`src/hdl/assert_macros.svh`:
```
`ifndef ASSERT_MACROS_SVH
`define ASSERT_MACROS_SVH

// Same-cycle implication, sampled on clk_i, off while rst_ni is low.
`define TCS_ASSERT_IMP(label, ante, cons, msg) \
  label: assert property (@(posedge clk_i) disable iff (!rst_ni) (ante) |-> (cons)) \
    else $error(msg);

// Next-cycle implication, sampled on clk_i, off while rst_ni is low.
`define TCS_ASSERT_NXT(label, ante, cons, msg) \
  label: assert property (@(posedge clk_i) disable iff (!rst_ni) (ante) |=> (cons)) \
    else $error(msg);

`endif

```
`src/hdl/tcs_pkg.sv`:
```
package tcs_pkg;

  localparam int unsigned SIDE_MAX   = 64;
  localparam int unsigned COUNT_MAX  = 8;
  localparam int unsigned COLUMN_MAX = 1024;

  localparam int unsigned SIDE_W   = 7;
  localparam int unsigned COUNT_W  = 4;
  localparam int unsigned TEX_W    = 3;
  localparam int unsigned COORD_W  = 6;
  localparam int unsigned SROW_W   = 10;
  localparam int unsigned HEIGHT_W = 11;
  localparam int unsigned TEXEL_W  = 32;
  localparam int unsigned PDATA_W  = 32;
  localparam int unsigned PADDR_W  = 3;

  localparam int unsigned DEPTH   = SIDE_MAX * COUNT_MAX * SIDE_MAX;
  localparam int unsigned ADDR_W  = $clog2(DEPTH);
  localparam int unsigned QUOT_W  = $clog2(SIDE_MAX);
  localparam int unsigned PITCH_W = $clog2(SIDE_MAX * COUNT_MAX + 1);
  localparam int unsigned NUM_W   = SROW_W + SIDE_W;
  localparam int unsigned REM_W   = NUM_W + 1;

  localparam int unsigned RESET_SIDE  = 64;
  localparam int unsigned RESET_COUNT = 1;

  localparam logic REG_SIDE  = 1'b0;
  localparam logic REG_COUNT = 1'b1;

  localparam logic ACT_WRITE = 1'b0;
  localparam logic ACT_READ  = 1'b1;

  typedef struct packed {
    logic [SIDE_W-1:0]  side;
    logic [COUNT_W-1:0] count;
    logic [PITCH_W-1:0] pitch;
  } cfg_t;

  typedef struct packed {
    logic               action;
    logic               bad;
    logic [QUOT_W-1:0]  trow;
    logic [ADDR_W-1:0]  colbase;
    logic [TEXEL_W-1:0] value;
  } item_t;

  function automatic logic [SIDE_W-1:0] clamp_side(input logic [SIDE_W-1:0] v);
    logic [SIDE_W-1:0] r;
    r = v;
    if (v == '0) r = SIDE_W'(1);
    else if (v > SIDE_W'(SIDE_MAX)) r = SIDE_W'(SIDE_MAX);
    return r;
  endfunction

  function automatic logic [COUNT_W-1:0] clamp_count(input logic [COUNT_W-1:0] v);
    logic [COUNT_W-1:0] r;
    r = v;
    if (v == '0) r = COUNT_W'(1);
    else if (v > COUNT_W'(COUNT_MAX)) r = COUNT_W'(COUNT_MAX);
    return r;
  endfunction

endpackage

```
`src/hdl/tcs_cfg.sv`:
```
module tcs_cfg (
  input  logic                          clk_i,
  input  logic                          rst_ni,
  input  logic                          psel_i,
  input  logic                          penable_i,
  input  logic                          pwrite_i,
  input  logic [tcs_pkg::PADDR_W-1:0]   paddr_i,
  input  logic [tcs_pkg::PDATA_W-1:0]   pwdata_i,
  output logic [tcs_pkg::PDATA_W-1:0]   prdata_o,
  output tcs_pkg::cfg_t                 cfg_o
);

  localparam int unsigned PROD_W = tcs_pkg::SIDE_W + tcs_pkg::COUNT_W;

  logic [tcs_pkg::SIDE_W-1:0]  side_q, side_d;
  logic [tcs_pkg::COUNT_W-1:0] count_q, count_d;
  tcs_pkg::cfg_t               eff_q, eff_d;
  logic [tcs_pkg::SIDE_W-1:0]  side_new;
  logic [tcs_pkg::COUNT_W-1:0] count_new;
  logic [PROD_W-1:0]           pitch_side, pitch_count;
  logic                        wr;

  assign wr = psel_i && penable_i && pwrite_i;

  always_comb begin
    side_new    = tcs_pkg::clamp_side(pwdata_i[tcs_pkg::SIDE_W-1:0]);
    count_new   = tcs_pkg::clamp_count(pwdata_i[tcs_pkg::COUNT_W-1:0]);
    pitch_side  = PROD_W'(side_new) * PROD_W'(eff_q.count);
    pitch_count = PROD_W'(eff_q.side) * PROD_W'(count_new);
    side_d      = side_q;
    count_d     = count_q;
    eff_d       = eff_q;
    if (wr) begin
      unique case (paddr_i[2])
        tcs_pkg::REG_SIDE: begin
          side_d     = pwdata_i[tcs_pkg::SIDE_W-1:0];
          eff_d.side  = side_new;
          eff_d.pitch = pitch_side[tcs_pkg::PITCH_W-1:0];
        end
        tcs_pkg::REG_COUNT: begin
          count_d     = pwdata_i[tcs_pkg::COUNT_W-1:0];
          eff_d.count = count_new;
          eff_d.pitch = pitch_count[tcs_pkg::PITCH_W-1:0];
        end
        default: ;
      endcase
    end
  end

  always_ff @(posedge clk_i or negedge rst_ni) begin
    if (!rst_ni) begin
      side_q      <= tcs_pkg::SIDE_W'(tcs_pkg::RESET_SIDE);
      count_q     <= tcs_pkg::COUNT_W'(tcs_pkg::RESET_COUNT);
      eff_q.side  <= tcs_pkg::SIDE_W'(tcs_pkg::RESET_SIDE);
      eff_q.count <= tcs_pkg::COUNT_W'(tcs_pkg::RESET_COUNT);
      eff_q.pitch <= tcs_pkg::PITCH_W'(tcs_pkg::RESET_SIDE * tcs_pkg::RESET_COUNT);
    end else begin
      side_q  <= side_d;
      count_q <= count_d;
      eff_q   <= eff_d;
    end
  end

  always_comb begin
    unique case (paddr_i[2])
      tcs_pkg::REG_SIDE:  prdata_o = tcs_pkg::PDATA_W'(side_q);
      tcs_pkg::REG_COUNT: prdata_o = tcs_pkg::PDATA_W'(count_q);
      default:            prdata_o = '0;
    endcase
  end

  assign cfg_o = eff_q;

endmodule

```
`config.mk`:
```
export PLATFORM = sky130hd
export DESIGN_NAME = tcs_cfg
export DESIGN_NICKNAME = d
export VERILOG_FILES = /design/src/hdl/assert_macros.svh /design/src/hdl/tcs_pkg.sv /design/src/hdl/tcs_cfg.sv
export SDC_FILE = /design/constraint.sdc
export NUM_CORES = 1
export LEC_CHECK = 0
export BUFFER_PORTS_ARGS = -buffer_cell sky130_fd_sc_hd__buf_2
export CAP_MARGIN = 20
export CORE_MARGIN = 1
export CORE_UTILIZATION = 25
export DETAILED_ROUTE_END_ITERATION = 8
export PLACE_DENSITY = 0.49
export SLEW_MARGIN = 25
export SYNTH_ARGS = -nofsm -noshare
export SYNTH_HDL_FRONTEND = slang
export SYNTH_SLANG_ARGS = --single-unit
```
`constraint.sdc`:
```
create_clock -name clk_i -period 8.8 [get_ports clk_i]
set_clock_uncertainty 0.05 [all_clocks]
set_input_delay 1.76 -clock clk_i [delete_from_list [all_inputs] [get_ports clk_i]]
set_output_delay 1.76 -clock clk_i [all_outputs]
set_load 0.02 [all_outputs]
```
==> impl_metrics.tcl, run 1 <==
set metrics [dict create \
    row_count 40 \
    final_cell_mix "nand2_1 (77), buf_2 (40), inv_1 (34), and2_1 (33), dfrtp_1 (27)" \
    worstSetupStartpointType "primary input" \
    routed-via-count 2341 \
    finalCritPeriodShare_pct 58.3 \
    power_density_nw_per_um2 172 \
    arrival_ps 5280 \
    crit_path_end_kind "register" \
    r2r_cells 12 \
    synthFlopType "dfrtp_1" \
    fillers 1300 \
    cts_tree "built" \
    tightest_slew_ps 1070 \
    yosysWarnings 0 \
    report.final.slew_viol_count 0 \
    period_minus_slack_ps 5130 \
    clk_path_buf_depth 2 \
    peakVddDrop_v 0.0000862 \
    status "completed" \
    synth-seq-cells 32 \
    root_buffer "clkbuf_16" \
    slowest_delay_ps 540 \
    clkSinkCount 32 \
    die_w_um 113 \
    io_pins 93 \
    synth_area_leaders "dfrtp_1 (22%), fa_1 (13%), ha_1 (10%)" \
    async_flop_share_pct 100 \
    syn_avg_cell_area_sq_um 8.63 \
    rrSetupSlack_ps 5380 \
    cpMostUsedCell "fa_1" \
    grtUsageTotal_pct 11.4 \
    core_area_sq_um 12100 \
    postCtsResizedCells 0 \
    synth_area_leader_cell "dfrtp_1" \
    cts_setup_buffers 0 \
    slowest_stage "fa_1" \
    drc 0 \
    fp.dieH_um 113 \
    hold_viol 0 \
    drt-wirelength-per-cell_um 12.1 \
    whs_endpoint "side_q[6]" \
    critPathKind "in2reg" \
    clock.fmax_mhz 195 \
    antenna_left 0 \
    path_cells "buf_2 -> nor2b_1 -> nand2_1 -> fa_1 -> fa_1 -> inv_1 -> fa_1 -> a211oi_1 -> o21bai_1 -> a21oi_1 -> xnor2_1 -> o22ai_1 -> a21oi_1" \
    n_antenna_cell 0 \
    drt_iter0_drc 74 \
    critPathTopFamily "adder cells" \
    start_util_pct 25.7 \
    cts.hold.buffers_added 0 \
    routed_via_density 4.14 \
    cts_inserted_buffers 5 \
    grt_pass1_vias 2278 \
    rsz0062_at_grt "false" \
    crit_required_ps 8950 \
    synth_cells 360 \
    drive_gt1_share_pct 16.1 \
    worstHoldPathType "reg2reg" \
    path_buf_inv 2 \
    setup_viol 0 \
    dieArea_sq_um 12900 \
    cts.clk_slew.worst_paths_ps 60 \
    synth_edf_count 0 \
    timing.rr.end "cfg_o[8]" \
    grt_overflow 0 \
    fin_nets 483 \
    routed_wl_um 6870 \
    firstDrtPassIters 4 \
    r2r-start "cfg_o[13]" \
    worst-path-max-fanout 14 \
    worstHoldStart "side_q[6]" \
    place.gp.congestion 0.738 \
    p_leak_nw 1.89 \
    htree_num_levels 2 \
    place_ws_ps 3320 \
    synth.distinct_cells 35 \
    synth_seq_area_share_pct 26.0 \
    setup_slack_ps 3670 \
    hold_depth 2 \
    fin_tns_setup_ps 0 \
    io_buffers 40 \
    dpl.hpwl_um 5390 \
    synth_area_sq_um 3110 \
    maxCapViolCount 0 \
    maxSlewHeadroom_pct 28.2 \
    mostFrequentLayoutCell "nand2_1" \
    grt_pass1_wl_um 11600 \
    grt_max_degree 33 \
    synth_top_area_share_pct 21.8 \
    antenna_found_initial 0 \
    area_growth_pct 13.5 \
    clock_latency_ps 280 \
]
-- through the flow --
step | area [sq um] | util [%] | power [mW] | hold WS [ps] | std cells
finish | 3530 | 29.2 | 0.608 | 414 | 566
floorplan | 3200 | - | 0.359 | 386 | 384
detailed placement | 3360 | 27.8 | 0.416 | 406 | 558
global route | 3530 | 29.2 | 0.654 | 432 | 566
CTS | 3530 | 29.2 | 0.618 | 419 | 566
global placement | 3360 | 27.8 | 0.412 | 397 | 558
-- layer usage --
metal / track usage, % / wire (um) / vias to the layer above / part of all wire, %
met4: 1.58 / 16 / 0 / 0.23
met5: 0 / 0 / - / 0
met2: 18.4 / 3060 / 57 / 44
met3: 2.39 / 252 / 2 / 3.7
met1: 16.0 / 3550 / 1118 / 52
li1: - / - / 1164 / -
-- power by group --
group / internal (mW) / leakage (nW) / switching [mW]
combinational: 0.0761 / 1.41 / 0.127
clock: 0.133 / 0.0798 / 0.0655
sequential: 0.179 / 0.398 / 0.0267
-- state kept, by name, indices dropped and copies added (netlist names) --
register,cells
cfg_o,21
side_q,7
count_q,4
-- worst max-delay path by stage --
stage | to | slack [ps] | from | cells past startpoint
after CTS | cfg_o[8] | 3580 | pwdata_i[3] | 13
after global placement | cfg_o[8] | 3430 | pwdata_i[3] | 13
after floorplan | cfg_o[7] | 4020 | pwdata_i[6] | 14
after global routing | cfg_o[8] | 3380 | pwdata_i[3] | 13
final | cfg_o[8] | 3670 | pwdata_i[3] | 13
after detailed placement | cfg_o[8] | 3320 | pwdata_i[3] | 13
-- cell type report --
type | instances | area [sq um] | share of cell area, %
Clock inverter | 3 | 42.5 | 1.21
Tap cell | 168 | 210 | 5.96
Timing Repair Buffer | 40 | 200 | 5.68
Inverter | 34 | 128 | 3.62
Clock buffer | 5 | 125 | 3.55
Sequential cell | 32 | 807 | 22.9
Multi-Input combinational cell | 284 | 2010 | 57.1
-- cell usage after synthesis (2+ instances only) --
library cell,count
nand2_1,77
inv_1,34
and2_1,33
dfrtp_1,27
buf_4,26
ha_1,26
fa_1,20
nor2_1,13
a21oi_1,12
nor2b_1,12
mux2_2,10
o21ai_0,10
xnor2_1,8
xor2_1,6
a21o_1,5
dfstp_2,5
nand3_1,5
buf_2,4
mux2i_1,4
o21bai_1,3
a31oi_1,2
and3_1,2
clkbuf_1,2
nor3_1,2
o21ai_1,2
-- kinds of logic after synthesis --
kind of cell,after synthesis,share of synthesized area [%]
and+or+nand+nor,146,21.9
buffers and inverters,68,12.1
adders and majority gates,46,23.4
AOI/OAI and AO/OA,39,7.66
DFF,32,26.0
xor gates and xnor gates,14,3.95
muxes,14,4.92
other,1,0.121
-- worst min-delay path, cell delays in order (launching register included) --
cell and delay, ps:
dfstp_2 360, nand2_1 40, nand2_1 50
Power figures use the tool's default switching activity.
==> run 2: changes to the inputs <==
- PLACE_DENSITY: 0.49 -> 0.5
- clock period: 8.8 -> 4.35 ns (I/O delays scaled with it)
==> run 2 against run 1 <==
Count of clock-buffer cells in the layout increased by 1. Wire length increased by 4.3%. Sequential cell count unchanged. Global-route usage increased by 1.0 points. Power increased by 100%. Clock power increased by 110%. First-iteration DRC count decreased by 5.4%. Sequential power increased by 100%. Via count increased by 0.60%. Critical path depth increased by 3. Setup slack got worse by 3300 ps. Largest power group is now combinational logic.
==> impl_metrics.tcl, run 2 (synthesized netlist as in run 1, its figures left out) <==
set metrics [dict create \
    tightest_slew_ps 709 \
    clkSinkCount 32 \
    maxCapViolCount 0 \
    mostFrequentLayoutCell "nand2_1" \
    maxSlewHeadroom_pct 52.7 \
    fillers 1275 \
    die_w_um 113 \
    grt_overflow 0 \
    io_pins 93 \
    p_comb_share_pct 33.7 \
    cts_tree "built" \
    period_minus_slack_ps 4010 \
    routed-via-count 2355 \
    cts_inserted_buffers 5 \
    clock.fmax_mhz 249 \
    start_util_pct 25.7 \
    whs_endpoint "side_q[6]" \
    root_buffer "clkbuf_16" \
    grt_pass1_vias 2439 \
    drive_gt1_share_pct 18.3 \
    routed_via_density 4.08 \
    antenna_found_initial 0 \
    status "completed" \
    largest_reg_flops 21 \
    routed_wl_um 7170 \
    htree_num_levels 2 \
    critPathKind "in2reg" \
    timing.rr.end "cfg_o[9]" \
    arrival_ps 4100 \
    clock_latency_ps 280 \
    peakVddDrop_v 0.000167 \
    clk_path_buf_depth 2 \
    grtUsageTotal_pct 12.4 \
    place.gp.congestion 0.747 \
    intPower_mw 0.793 \
    p_leak_nw 1.94 \
    rsz0062_at_grt "false" \
    worst-path-max-fanout 3 \
    cts.hold.buffers_added 0 \
    fin_tns_setup_ps 0 \
    core_area_sq_um 12100 \
    hold_depth 2 \
    switchingPower_mw 0.452 \
    n_antenna_cell 0 \
    dieArea_sq_um 12900 \
    fin_nets 494 \
    worstHoldStart "side_q[6]" \
    report.final.slew_viol_count 0 \
    drt_iter0_drc 70 \
    dpl.hpwl_um 5760 \
    area_growth_pct 16.2 \
    fp.dieH_um 113 \
    finalCritPeriodShare_pct 92.2 \
    r2r-start "cfg_o[16]" \
    io_buffers 40 \
    grt_max_degree 33 \
    drc 0 \
    fin_util_pct 29.9 \
    drt-wirelength-per-cell_um 12.4 \
    seqPwrFrac_pct 33.6 \
    cts.clk_slew.worst_paths_ps 60 \
    switching_share_pct 36.3 \
    grt_pass1_wl_um 12300 \
    worstSetupStartpointType "primary input" \
    row_count 40 \
    clkPwrFrac_pct 32.7 \
    postCtsResizedCells 0 \
    r2r_cells 12 \
    power_density_nw_per_um2 345 \
    crit_path_end_kind "register" \
    crit_required_ps 4440 \
    antenna_left 0 \
    cts_setup_buffers 0 \
    firstDrtPassIters 5 \
    hold_viol 0 \
    worstHoldPathType "reg2reg" \
    final_cell_mix "nand2_1 (77), buf_2 (40), inv_1 (34), and2_1 (33), dfrtp_1 (27)" \
    holdWs_ps 411 \
    rrSetupSlack_ps 970 \
    setup_viol 0 \
]
-- run 2: cell count changes in the layout (fill, tap and decap cells not counted), sizes merged --
cell	previous run	this run
buf	40	51
clkbuf	5	6
clkinvlp	1	0
-- run 2: layer usage --
layer	routed length, um	vias up	GRT usage [%]
met3	249	7	2.76
met2	3280	50	20.2
met1	3570	1110	16.7
met4	75	0	3.16
met5	0	-	0
li1	-	1188	-
-- run 2: layout make-up --
| class | count | area, sq um | share of cell area (%) |
|---|---|---|---|
| Inverter | 34 | 128 | 3.54 |
| Multi-Input combinational cell | 284 | 2020 | 55.9 |
| Clock buffer | 6 | 129 | 3.57 |
| Sequential cell | 32 | 807 | 22.4 |
| Clock inverter | 2 | 35.0 | 0.971 |
| Tap cell | 168 | 210 | 5.83 |
| Timing Repair Buffer | 51 | 283 | 7.84 |
-- run 2: critical path: stages --
cell and delay, ps:
buf_2 120, nor3_1 190, a21oi_1 90, nor2_1 190, nand2_1 110, fa_1 540
inv_1 50, fa_1 560, inv_1 70, fa_1 450, nor2b_1 170, nor3_1 80
o21bai_1 230, a21oi_1 120, xor2_1 160, a21oi_1 80
-- run 2: worst max-delay path by stage --
stage	from	endpoint	slack, ps	depth (start not counted)
final	pwdata_i[5]	cfg_o[8]	340	16
after global routing	pwdata_i[2]	cfg_o[8]	120	16
after CTS	pwdata_i[5]	cfg_o[8]	310	16
after detailed placement	pwdata_i[5]	cfg_o[8]	20	16
after global placement	pwdata_i[5]	cfg_o[8]	70	16
after floorplan	pwdata_i[6]	cfg_o[7]	460	14
-- run 2: per-stage QoR --
stage | power [mW] | cell area [sq um] | cells | worst slack [ps]
finish | 1.24 | 3610 | 577 | 341
global route | 1.33 | 3610 | 577 | 121
CTS | 1.26 | 3600 | 577 | 313
detailed placement | 0.851 | 3440 | 569 | 16.7
global placement | 0.842 | 3440 | 569 | 71.5
floorplan | 0.727 | 3200 | 384 | 464
-- run 2: power groups by stage --
stage               Sequential [mW]  Clock [mW]  Combinational [mW]
finish                        0.418       0.407               0.420
global route                  0.429       0.430               0.474
CTS                           0.420       0.416               0.428
detailed placement            0.425           0               0.425
global placement              0.423           0               0.419
floorplan                     0.453           0               0.274
