===== src/hdl/assert_macros.svh =====
`ifndef ASSERT_MACROS_SVH
`define ASSERT_MACROS_SVH

// Same-cycle implication, sampled on clk_i, off while rst_ni is low.
`define TCS_ASSERT_IMP(label, ante, cons, msg) \
  label: assert property (@(posedge clk_i) disable iff (!rst_ni) (ante) |-> (cons)) \
    else $error(msg);

// Next-cycle implication, sampled on clk_i, off while rst_ni is low.
`define TCS_ASSERT_NXT(label, ante, cons, msg) \
  label: assert property (@(posedge clk_i) disable iff (!rst_ni) (ante) |=> (cons)) \
    else $error(msg);

`endif


===== src/hdl/tcs_pkg.sv =====
package tcs_pkg;

  localparam int unsigned SIDE_MAX   = 64;
  localparam int unsigned COUNT_MAX  = 8;
  localparam int unsigned COLUMN_MAX = 1024;

  localparam int unsigned SIDE_W   = 7;
  localparam int unsigned COUNT_W  = 4;
  localparam int unsigned TEX_W    = 3;
  localparam int unsigned COORD_W  = 6;
  localparam int unsigned SROW_W   = 10;
  localparam int unsigned HEIGHT_W = 11;
  localparam int unsigned TEXEL_W  = 32;
  localparam int unsigned PDATA_W  = 32;
  localparam int unsigned PADDR_W  = 3;

  localparam int unsigned DEPTH   = SIDE_MAX * COUNT_MAX * SIDE_MAX;
  localparam int unsigned ADDR_W  = $clog2(DEPTH);
  localparam int unsigned QUOT_W  = $clog2(SIDE_MAX);
  localparam int unsigned PITCH_W = $clog2(SIDE_MAX * COUNT_MAX + 1);
  localparam int unsigned NUM_W   = SROW_W + SIDE_W;
  localparam int unsigned REM_W   = NUM_W + 1;

  localparam int unsigned RESET_SIDE  = 64;
  localparam int unsigned RESET_COUNT = 1;

  localparam logic REG_SIDE  = 1'b0;
  localparam logic REG_COUNT = 1'b1;

  localparam logic ACT_WRITE = 1'b0;
  localparam logic ACT_READ  = 1'b1;

  typedef struct packed {
    logic [SIDE_W-1:0]  side;
    logic [COUNT_W-1:0] count;
    logic [PITCH_W-1:0] pitch;
  } cfg_t;

  typedef struct packed {
    logic               action;
    logic               bad;
    logic [QUOT_W-1:0]  trow;
    logic [ADDR_W-1:0]  colbase;
    logic [TEXEL_W-1:0] value;
  } item_t;

  function automatic logic [SIDE_W-1:0] clamp_side(input logic [SIDE_W-1:0] v);
    logic [SIDE_W-1:0] r;
    r = v;
    if (v == '0) r = SIDE_W'(1);
    else if (v > SIDE_W'(SIDE_MAX)) r = SIDE_W'(SIDE_MAX);
    return r;
  endfunction

  function automatic logic [COUNT_W-1:0] clamp_count(input logic [COUNT_W-1:0] v);
    logic [COUNT_W-1:0] r;
    r = v;
    if (v == '0) r = COUNT_W'(1);
    else if (v > COUNT_W'(COUNT_MAX)) r = COUNT_W'(COUNT_MAX);
    return r;
  endfunction

endpackage


===== src/hdl/tcs_div.sv =====
module tcs_div (
  input  logic                          clk_i,
  input  logic                          rst_ni,
  input  logic                          vld_i,
  input  logic [tcs_pkg::NUM_W-1:0]     num_i,
  input  logic [tcs_pkg::HEIGHT_W-1:0]  den_i,
  input  tcs_pkg::item_t                item_i,
  output logic                          vld_o,
  output logic [tcs_pkg::QUOT_W-1:0]    quot_o,
  output tcs_pkg::item_t                item_o
);

  localparam int unsigned N = tcs_pkg::QUOT_W;

  // one quotient bit per stage, MSB first; quotient is known to fit in N bits
  logic                         vld_q  [N];
  logic [N-1:0]                 quot_q [N];
  tcs_pkg::item_t               item_q [N];
  logic [tcs_pkg::REM_W-1:0]    rem_q  [N-1];
  logic [tcs_pkg::HEIGHT_W-1:0] den_q  [N-1];

  logic [tcs_pkg::REM_W-1:0]    rem_in  [N];
  logic [tcs_pkg::HEIGHT_W-1:0] den_in  [N];
  logic [N-1:0]                 quot_in [N];
  logic                         vld_in  [N];
  tcs_pkg::item_t               item_in [N];
  logic [tcs_pkg::REM_W-1:0]    trial   [N];
  logic                         ge      [N];

  for (genvar s = 0; s < N; s++) begin : g_stage
    if (s == 0) begin : g_first
      assign rem_in[s]  = tcs_pkg::REM_W'(num_i);
      assign den_in[s]  = den_i;
      assign quot_in[s] = '0;
      assign vld_in[s]  = vld_i;
      assign item_in[s] = item_i;
    end else begin : g_next
      assign rem_in[s]  = rem_q[s-1];
      assign den_in[s]  = den_q[s-1];
      assign quot_in[s] = quot_q[s-1];
      assign vld_in[s]  = vld_q[s-1];
      assign item_in[s] = item_q[s-1];
    end

    assign trial[s] = tcs_pkg::REM_W'(den_in[s]) << (N - 1 - s);
    assign ge[s]    = rem_in[s] >= trial[s];

    always_ff @(posedge clk_i or negedge rst_ni) begin
      if (!rst_ni) begin
        vld_q[s] <= 1'b0;
      end else begin
        vld_q[s] <= vld_in[s];
      end
    end

    always_ff @(posedge clk_i) begin
      quot_q[s] <= {quot_in[s][N-2:0], ge[s]};
      item_q[s] <= item_in[s];
    end

    if (s < N - 1) begin : g_carry
      always_ff @(posedge clk_i) begin
        rem_q[s] <= ge[s] ? rem_in[s] - trial[s] : rem_in[s];
        den_q[s] <= den_in[s];
      end
    end
  end

  assign vld_o  = vld_q[N-1];
  assign quot_o = quot_q[N-1];
  assign item_o = item_q[N-1];

endmodule


===== config.mk =====
export PLATFORM = sky130hd
export DESIGN_NAME = tcs_div
export DESIGN_NICKNAME = d
export VERILOG_FILES = /design/src/hdl/assert_macros.svh /design/src/hdl/tcs_pkg.sv /design/src/hdl/tcs_div.sv
export SDC_FILE = /design/constraint.sdc
export NUM_CORES = 1
export LEC_CHECK = 0
export BUFFER_PORTS_ARGS = -buffer_cell sky130_fd_sc_hd__buf_2
export CAP_MARGIN = 20
export CORE_ASPECT_RATIO = 1.1
export CORE_UTILIZATION = 51
export DETAILED_ROUTE_END_ITERATION = 8
export PLACE_DENSITY = 0.73
export SLEW_MARGIN = 20
export SYNTH_ARGS = -nofsm -noshare
export SYNTH_HDL_FRONTEND = slang
export SYNTH_SLANG_ARGS = --single-unit

===== constraint.sdc =====
create_clock -name clk_i -period 2.7 [get_ports clk_i]
set_clock_uncertainty 0.1 [all_clocks]
set_input_delay 0.675 -clock clk_i [delete_from_list [all_inputs] [get_ports clk_i]]
set_output_delay 0.675 -clock clk_i [all_outputs]
set_load 0.02 [all_outputs]

==> flow_summary.yaml, run 1 <==
min_path:
  worst_hold_path.num_cells: 1
  hold_start: "item_i[48]"
  worst_hold_path_type: "in -> reg"
  worstHoldEndpoint: "item_q[0][48]$_DFF_P_"
synth:
  post-synth-top-area-cell: "sky130_fd_sc_hd__dfxtp_1"
  mean_cell_area_of_the_mapped_netlist_um2: 12.6
  synth_edf_count: 0
  dominant_combinational_cell_family_by_area_after_synthesis: "compound AO/OA/AOI/OAI gates"
  synthArstFlopShare_pct: 1.20
  post_synth_and_or_nand_nor_area_fraction_pct: 6.93
  yosys.area_share.xor_xnor_pct: 2.53
  synth_adder_area_share_pct: 6.54
  netlist.area_leader.share_pct: 70.1
  mappedNetlistNets: 1281
  ys_ff_latch: 502
  post_synth_inst_count: 1124
  yosys-mux-area-fraction_pct: 1.63
  synthDistinctLibCells: 60
  dominantRegCellSynth: "sky130_fd_sc_hd__dfxtp_1"
  netlist_top_cells_area: "sky130_fd_sc_hd__dfxtp_1, sky130_fd_sc_hd__ha_1, sky130_fd_sc_hd__inv_1"
  portion_of_the_post_synthesis_area_used_by_sequential_elements_pct: 71.1
  post_synth_instance_area_um2: 14200
  yosysWarningCount: 0
  synth-compound-area-share_pct: 8.50
grt:
  grt_overflow: 0
  first_pass_grt_wire_length_mm: 36.9
  via_count_of_the_first_global_routing_pass: 8150
  antenna_found_initial: 0
  globalRouteTotalUtil_pct: 16.0
  grt_start_max_net_pins: 17
placement:
  detailedPlace.worstSlack_ps: -201
  placedCellCount: 1663
  placedInstanceArea_um2: 15700
  routabilityCongestion: 0.904
  portBuffers: 147
  hpwlAfterDp_mm: 15.9
setup_path:
  critical_path.max_stage_delay_ps: 420
  critical_path_peak_fanout: 5
  r2r_start: "rem_q[0][4]$_DFF_P_"
  cp_top_family: "adder cells"
  rr_worst_depth: 9
  worstPathBufferInverterCount: 1
  arrival_ps: 2900
  reg2reg_slack_ps: 120
  start_kind: "flip-flop"
  crit_path_cell_trace: "inv_1 > ha_1 > fa_1 > nor2b_2 > o31a_1 > o22ai_2 > a21o_1 > nand4_1 > mux2_2"
  cp-end-kind: "flip-flop"
  timing.setup.critical_path_class: "reg -> reg"
  worst_path_max_delay_cell: "sky130_fd_sc_hd__fa_1"
  crit_required_ps: 3020
  rr_endpoint: "rem_q[0][28]$_DFF_P_"
cts:
  post_cts_clock_slew_at_the_launch_and_capture_registers_of_the_worst_setup_and_hold_paths_ps: 60
  cts.root.buffer_cell: "sky130_fd_sc_hd__clkbuf_16"
  cts.sink_count: 502
  postCtsSetupRepairBufs: 0
  clock_latency_ps: 540
  clock_path_buffers: 3
  cts_htree_levels: 2
  tritoncts_clock_tree: "built"
  cts_inserted_buffers: 45
pwr:
  comb_power_share_pct: 19.5
  power.switching_fraction_pct: 25.9
  irDropWorstVdd_uv: 686
  power.net_switching_w: 0.00498
  sequentialPowerShare_pct: 45.6
  share_clk_of_total_power_pct: 34.9
  cell_internal_pwr_w: 0.0142
  power.leakage_nw: 7.85
  pd_cells_nw_per_um2: 1110
cells_and_area:
  final-seq-area_um2: 10100
  n_fill_cell: 2029
  design_area_um2: 17400
  finish.utilization_pct: 64.0
  antenna_cells_inserted: 0
  final_cells: 1747
  post_route_cells_drive_above_1_share_pct: 22.4
  area_growth_from_synthesis_to_layout_pct: 22.6
  multi_input_area_um2: 3760
  fin_nets: 1511
drt:
  final_antenna_violating_net_count: 0
  drt-wirelength-per-cell_um: 12.8
  num_vias: 8200
  detailedRoute.firstPassIterationCount: 4
  finalWirelength_mm: 22.4
  count_of_unresolved_drc_violations_after_routing: 0
  routed-wl-met2_mm: 11.4
  drt-met1-wl_mm: 9.42
  drt_iter0_markers: 311
  vias_per_cell: 4.69
  maxUsedRoutingLayer: "met4"
  routed-wl-met3_um: 989
timing:
  endpoints_failing_hold: 0
  worst_rel_slew_slack_pct: 67.6
  worst_pin_slew_ps: 482
  fmax_mhz: 387
  finalSetupViolations: 0
  finalWorstPathRequiredPeriod_ps: 2580
  fin_ws_ps: 119
  layout_worst_path_cycle_share_pct: 95.6
  setup_tns_ps: 0
  timing_max_transition_violations_final: 0
flow_run:
  cap_violations: 0
floorplan:
  std_cell_rows: 63
  floorplan.initialDensity_pct: 52.2
  total_die_area_um2: 28500
  floorplan.core_area_um2: 27100
  floorplan.die.width_um: 161
  boundaryPins: 148
  die-height_um: 177
outcome:
  outcome: "finished, final reports clean"
==> power by group through the flow <==
stage,combinational (W),clock [W],sequential (W)
global route,0.00421,0.00718,0.00885
CTS,0.00366,0.00687,0.00876
detailed placement,0.00362,0,0.00891
finish,0.00375,0.00669,0.00875
global placement,0.00354,0,0.00889
floorplan,0.00265,0,0.00885
==> cell usage in the layout (no fill, tap or decap), drive strengths merged, types with 9 or more instances in the layout <==
cell type	count
a211oi	9
a21o	16
a21oi	52
buf	194
clkbuf	64
dfxtp	496
ha	66
inv	90
mux2	16
nand2	55
nand2b	10
nand3	14
nand4	9
nor2	60
nor2b	11
nor3	11
nor4	9
o21a	15
o21ai	54
o31ai	11
xnor2	22
xor2	19
==> worst max path at each step <==
stage                               from              endpoint  slack (ps)  cells after the start
finish               rem_q[0][4]$_DFF_P_  rem_q[0][28]$_DFF_P_         120                      9
global route        rem_q[0][38]$_DFF_P_  rem_q[0][66]$_DFF_P_          -4                     12
global placement                num_i[1]   rem_q[0][7]$_DFF_P_        -200                      8
CTS                 den_q[0][39]$_DFF_P_  rem_q[0][88]$_DFF_P_          40                      9
detailed placement              num_i[1]   rem_q[0][8]$_DFF_P_        -200                      8
floorplan                      den_i[10]  rem_q[0][10]$_DFF_P_           7                      8
==> repair_timing <==
item,CTS,global route
hold buffers,1,0
endpoints found under the hold margin,6,0
resized for setup,0,17
endpoints found under the setup margin,0,33
==> worst register-to-register path: cells and delay by family, from the launching register on <==
| kind | cells | cell delay [ps] |
|---|---|---|
| adder cells (fa/ha/maj) | 2 | 640 |
| buffers and inverters | 1 | 50 |
| AND/OR/NAND/NOR | 2 | 380 |
| AO/OA/AOI/OAI | 3 | 570 |
| flip-flops | 1 | 350 |
| multiplexers | 1 | 380 |
==> layer usage <==
| layer | track usage (%) | vias to the layer above |
|---|---|---|
| met5 | 0 | - |
| met4 | 6.33 | 0 |
| met3 | 3.28 | 56 |
| met2 | 29.5 | 187 |
| met1 | 17.9 | 3726 |
| li1 | - | 4231 |
==> flip-flops by register name, summed over array words and instances, names as in the netlist <==
| register | flops |
|---|---|
| vld_in | 5 |
| quot_q | 21 |
| vld_o | 1 |
| den_q | 55 |
| item_q | 330 |
| rem_q | 90 |
==> area by class of cell <==
cell class | instances | area share [%]
multi-input combinational | 523 | 21.7
clock inverter | 19 | 1.79
timing repair buffer | 195 | 6.46
sequential | 502 | 58.1
inverter | 87 | 1.88
tap | 357 | 2.57
clock buffer | 64 | 7.59
==> stage by stage <==
stage | hold WS [ps] | power [W]
finish | 127 | 0.0192
global route | 104 | 0.0202
CTS | 104 | 0.0193
detailed placement | 212 | 0.0125
global placement | 210 | 0.0124
floorplan | 210 | 0.0115
==> synth_stat cells, drive strengths merged (5+ instances only) <==
library cell	n
a211oi	9
a21o	16
a21oi	52
clkbuf	8
dfrtp	6
dfxtp	496
fa	5
ha	66
inv	87
mux2	16
mux2i	5
nand2	55
nand2b	10
nand3	14
nand4	9
nor2	60
nor2b	11
nor3	11
nor4	9
o21a	15
o21ai	54
o31a	5
o31ai	11
or4	6
xnor2	22
xor2	19
==> cell families after synthesis <==
kind of cell               after synthesis
AOI/OAI and AO/OA                      188
muxes                                   21
DFF                                    502
xor gates and xnor gates                41
adders and majority gates               71
buffers and inverters                   99
and+or+nand+nor                        202
No activity file was read; power rests on OpenSTA's default activity.
==> inputs of run 2 (changes only) <==
- CAP_MARGIN: 20 -> not set
- CORE_ASPECT_RATIO: 1.1 -> 1.75
==> run 2 against run 1 <==
  * Flip-flop and latch count unchanged
  * Largest power group unchanged
  * Utilization down 1.1 points
  * Critical path type unchanged
  * Wire length up 2.5%
==> flow_summary.yaml, run 2 (same netlist as run 1, synthesis figures left out) <==
outcome:
  outcome: "finished, final reports clean"
grt:
  grt_start_max_net_pins: 18
  grt_overflow: 0
  antenna_found_initial: 0
  globalRouteTotalUtil_pct: 16.6
  via_count_of_the_first_global_routing_pass: 8528
  first_pass_grt_wire_length_mm: 37.4
drt:
  drt-wirelength-per-cell_um: 13.0
  finalWirelength_mm: 23.0
  detailedRoute.firstPassIterationCount: 4
  drt_iter0_markers: 257
  count_of_unresolved_drc_violations_after_routing: 0
  final_antenna_violating_net_count: 0
  vias_per_cell: 4.74
  num_vias: 8344
timing:
  setup_tns_ps: 0
  endpoints_failing_hold: 0
  fin_ws_ps: 129
  finalSetupViolations: 0
  fmax_mhz: 389
  finalWorstPathRequiredPeriod_ps: 2570
  layout_worst_path_cycle_share_pct: 95.2
  worst_rel_slew_slack_pct: 64.8
  worst_pin_slew_ps: 524
  timing_max_transition_violations_final: 0
cells_and_area:
  antenna_cells_inserted: 0
  largest_register_ff_count: 330
  fin_nets: 1520
  n_fill_cell: 2101
  final_cells: 1761
  area_growth_from_synthesis_to_layout_pct: 21.4
  final-seq-area_um2: 10100
  largest-register: "item_q"
  post_route_cells_drive_above_1_share_pct: 22.6
  finish.utilization_pct: 63.0
  multi_input_area_um2: 3760
  reg_top3: "item_q x330, rem_q x90, den_q x55"
  most_frequent_standard_cell_in_the_layout_excluding_fill_and_tap_cells: "sky130_fd_sc_hd__dfxtp_1"
  mostFrequentLayoutCells: "sky130_fd_sc_hd__dfxtp_1, sky130_fd_sc_hd__buf_2, sky130_fd_sc_hd__inv_1"
min_path:
  worst_hold_path_type: "in -> reg"
setup_path:
  start_kind: "flip-flop"
  cp-end-kind: "flip-flop"
  crit_required_ps: 3020
  timing.setup.critical_path_class: "reg -> reg"
  critical_path_peak_fanout: 4
  arrival_ps: 2900
placement:
  placedCellCount: 1686
  portBuffers: 147
  routabilityCongestion: 0.889
  detailedPlace.worstSlack_ps: -262
  hpwlAfterDp_mm: 17.0
floorplan:
  floorplan.initialDensity_pct: 51.8
  boundaryPins: 148
  total_die_area_um2: 28500
  die-height_um: 222
  std_cell_rows: 80
  floorplan.die.width_um: 128
  floorplan.core_area_um2: 27300
cts:
  clock_path_buffers: 3
  cts_htree_levels: 2
  post_cts_clock_slew_at_the_launch_and_capture_registers_of_the_worst_setup_and_hold_paths_ps: 70
  cts_inserted_buffers: 42
  cts.root.buffer_cell: "sky130_fd_sc_hd__clkbuf_16"
  clock_latency_ps: 550
  cts.sink_count: 502
  tritoncts_clock_tree: "built"
pwr:
  irDropWorstVdd_uv: 723
  pd_cells_nw_per_um2: 1080
  finalPower_w: 0.0185
  power.leakage_nw: 7.77
flow_run:
  cap_violations: 0
-- run 2: changes by cell type in the layout (fill, tap and decap cells not counted), moves of 3 or more --
cell	delta
sky130_fd_sc_hd__buf_6	-3
sky130_fd_sc_hd__buf_4	+14
sky130_fd_sc_hd__a21oi_2	+3
sky130_fd_sc_hd__bufinv_16	-4
sky130_fd_sc_hd__a21oi_1	-3
sky130_fd_sc_hd__clkbuf_16	-3
sky130_fd_sc_hd__clkbuf_8	-7
-- run 2: worst max-delay path: stages (launching register included) --
cell and delay [ps]:
sky130_fd_sc_hd__dfxtp_1 330, sky130_fd_sc_hd__inv_1 50, sky130_fd_sc_hd__ha_1 310, sky130_fd_sc_hd__a21o_1 190, sky130_fd_sc_hd__a221o_1 370, sky130_fd_sc_hd__a21oi_2 160, sky130_fd_sc_hd__a21oi_2 100, sky130_fd_sc_hd__or3_4 390
sky130_fd_sc_hd__nor3_2 120, sky130_fd_sc_hd__mux2_2 340
-- run 2: cell type report --
type	count	share of cell area (%)
sequential	502	58.6
multi-input combinational	523	21.9
timing repair buffer	207	7.05
clock buffer	54	6.66
tap	369	2.68
inverter	87	1.90
clock inverter	19	1.26
-- run 2: timing repair --
action,4_1_cts,5_1_grt
cloned,0,0
pin swaps,0,6
hold buffers,1,0
buffers inserted,0,1
gates resized for setup,1,15
hold endpoints to repair,6,0
endpoints found under the setup margin,1,26
-- run 2: worst paths after layout --
path,start,end,slack [ps],depth (start not counted)
worst max-delay path,den_q[0][39]$_DFF_P_,rem_q[0][88]$_DFF_P_,130,9
worst min-delay path,item_i[13],item_q[0][13]$_DFF_P_,120,1
worst max register to register,den_q[0][39]$_DFF_P_,rem_q[0][88]$_DFF_P_,130,9
worst min register to register,item_q[2][3]$_DFF_P_,item_q[3][3]$_DFF_P_,210,0
max in group asynchronous,rst_ni,vld_in[2]$_DFF_PN0_,1960,2
min in group asynchronous,rst_ni,vld_in[1]$_DFF_PN0_,390,2
-- run 2: metrics by stage --
step,hold WS [ps],area [um2]
final,124,17200
after global routing,94.8,17200
after CTS,92.2,17100
after detailed placement,212,15800
after global placement,210,15800
after floorplan,210,14200
-- run 2: routing by layer --
metal / wire, um / track usage (%) / vias to the layer above
met1: 8010 / 14.7 / 3840
met3: 835 / 3.13 / 79
met5: 0 / 0 / -
met4: 1230 / 10.4 / 0
li1: - / - / 4231
met2: 12900 / 33.1 / 194
-- run 2: where the power goes --
| part | switching [W] | total [W] | leakage, nW | internal [W] |
|---|---|---|---|---|
| Sequential | 0.000404 | 0.00873 | 4.25 | 0.00833 |
| Clock | 0.00253 | 0.00586 | 0.669 | 0.00332 |
| Combinational | 0.00206 | 0.00392 | 2.85 | 0.00186 |
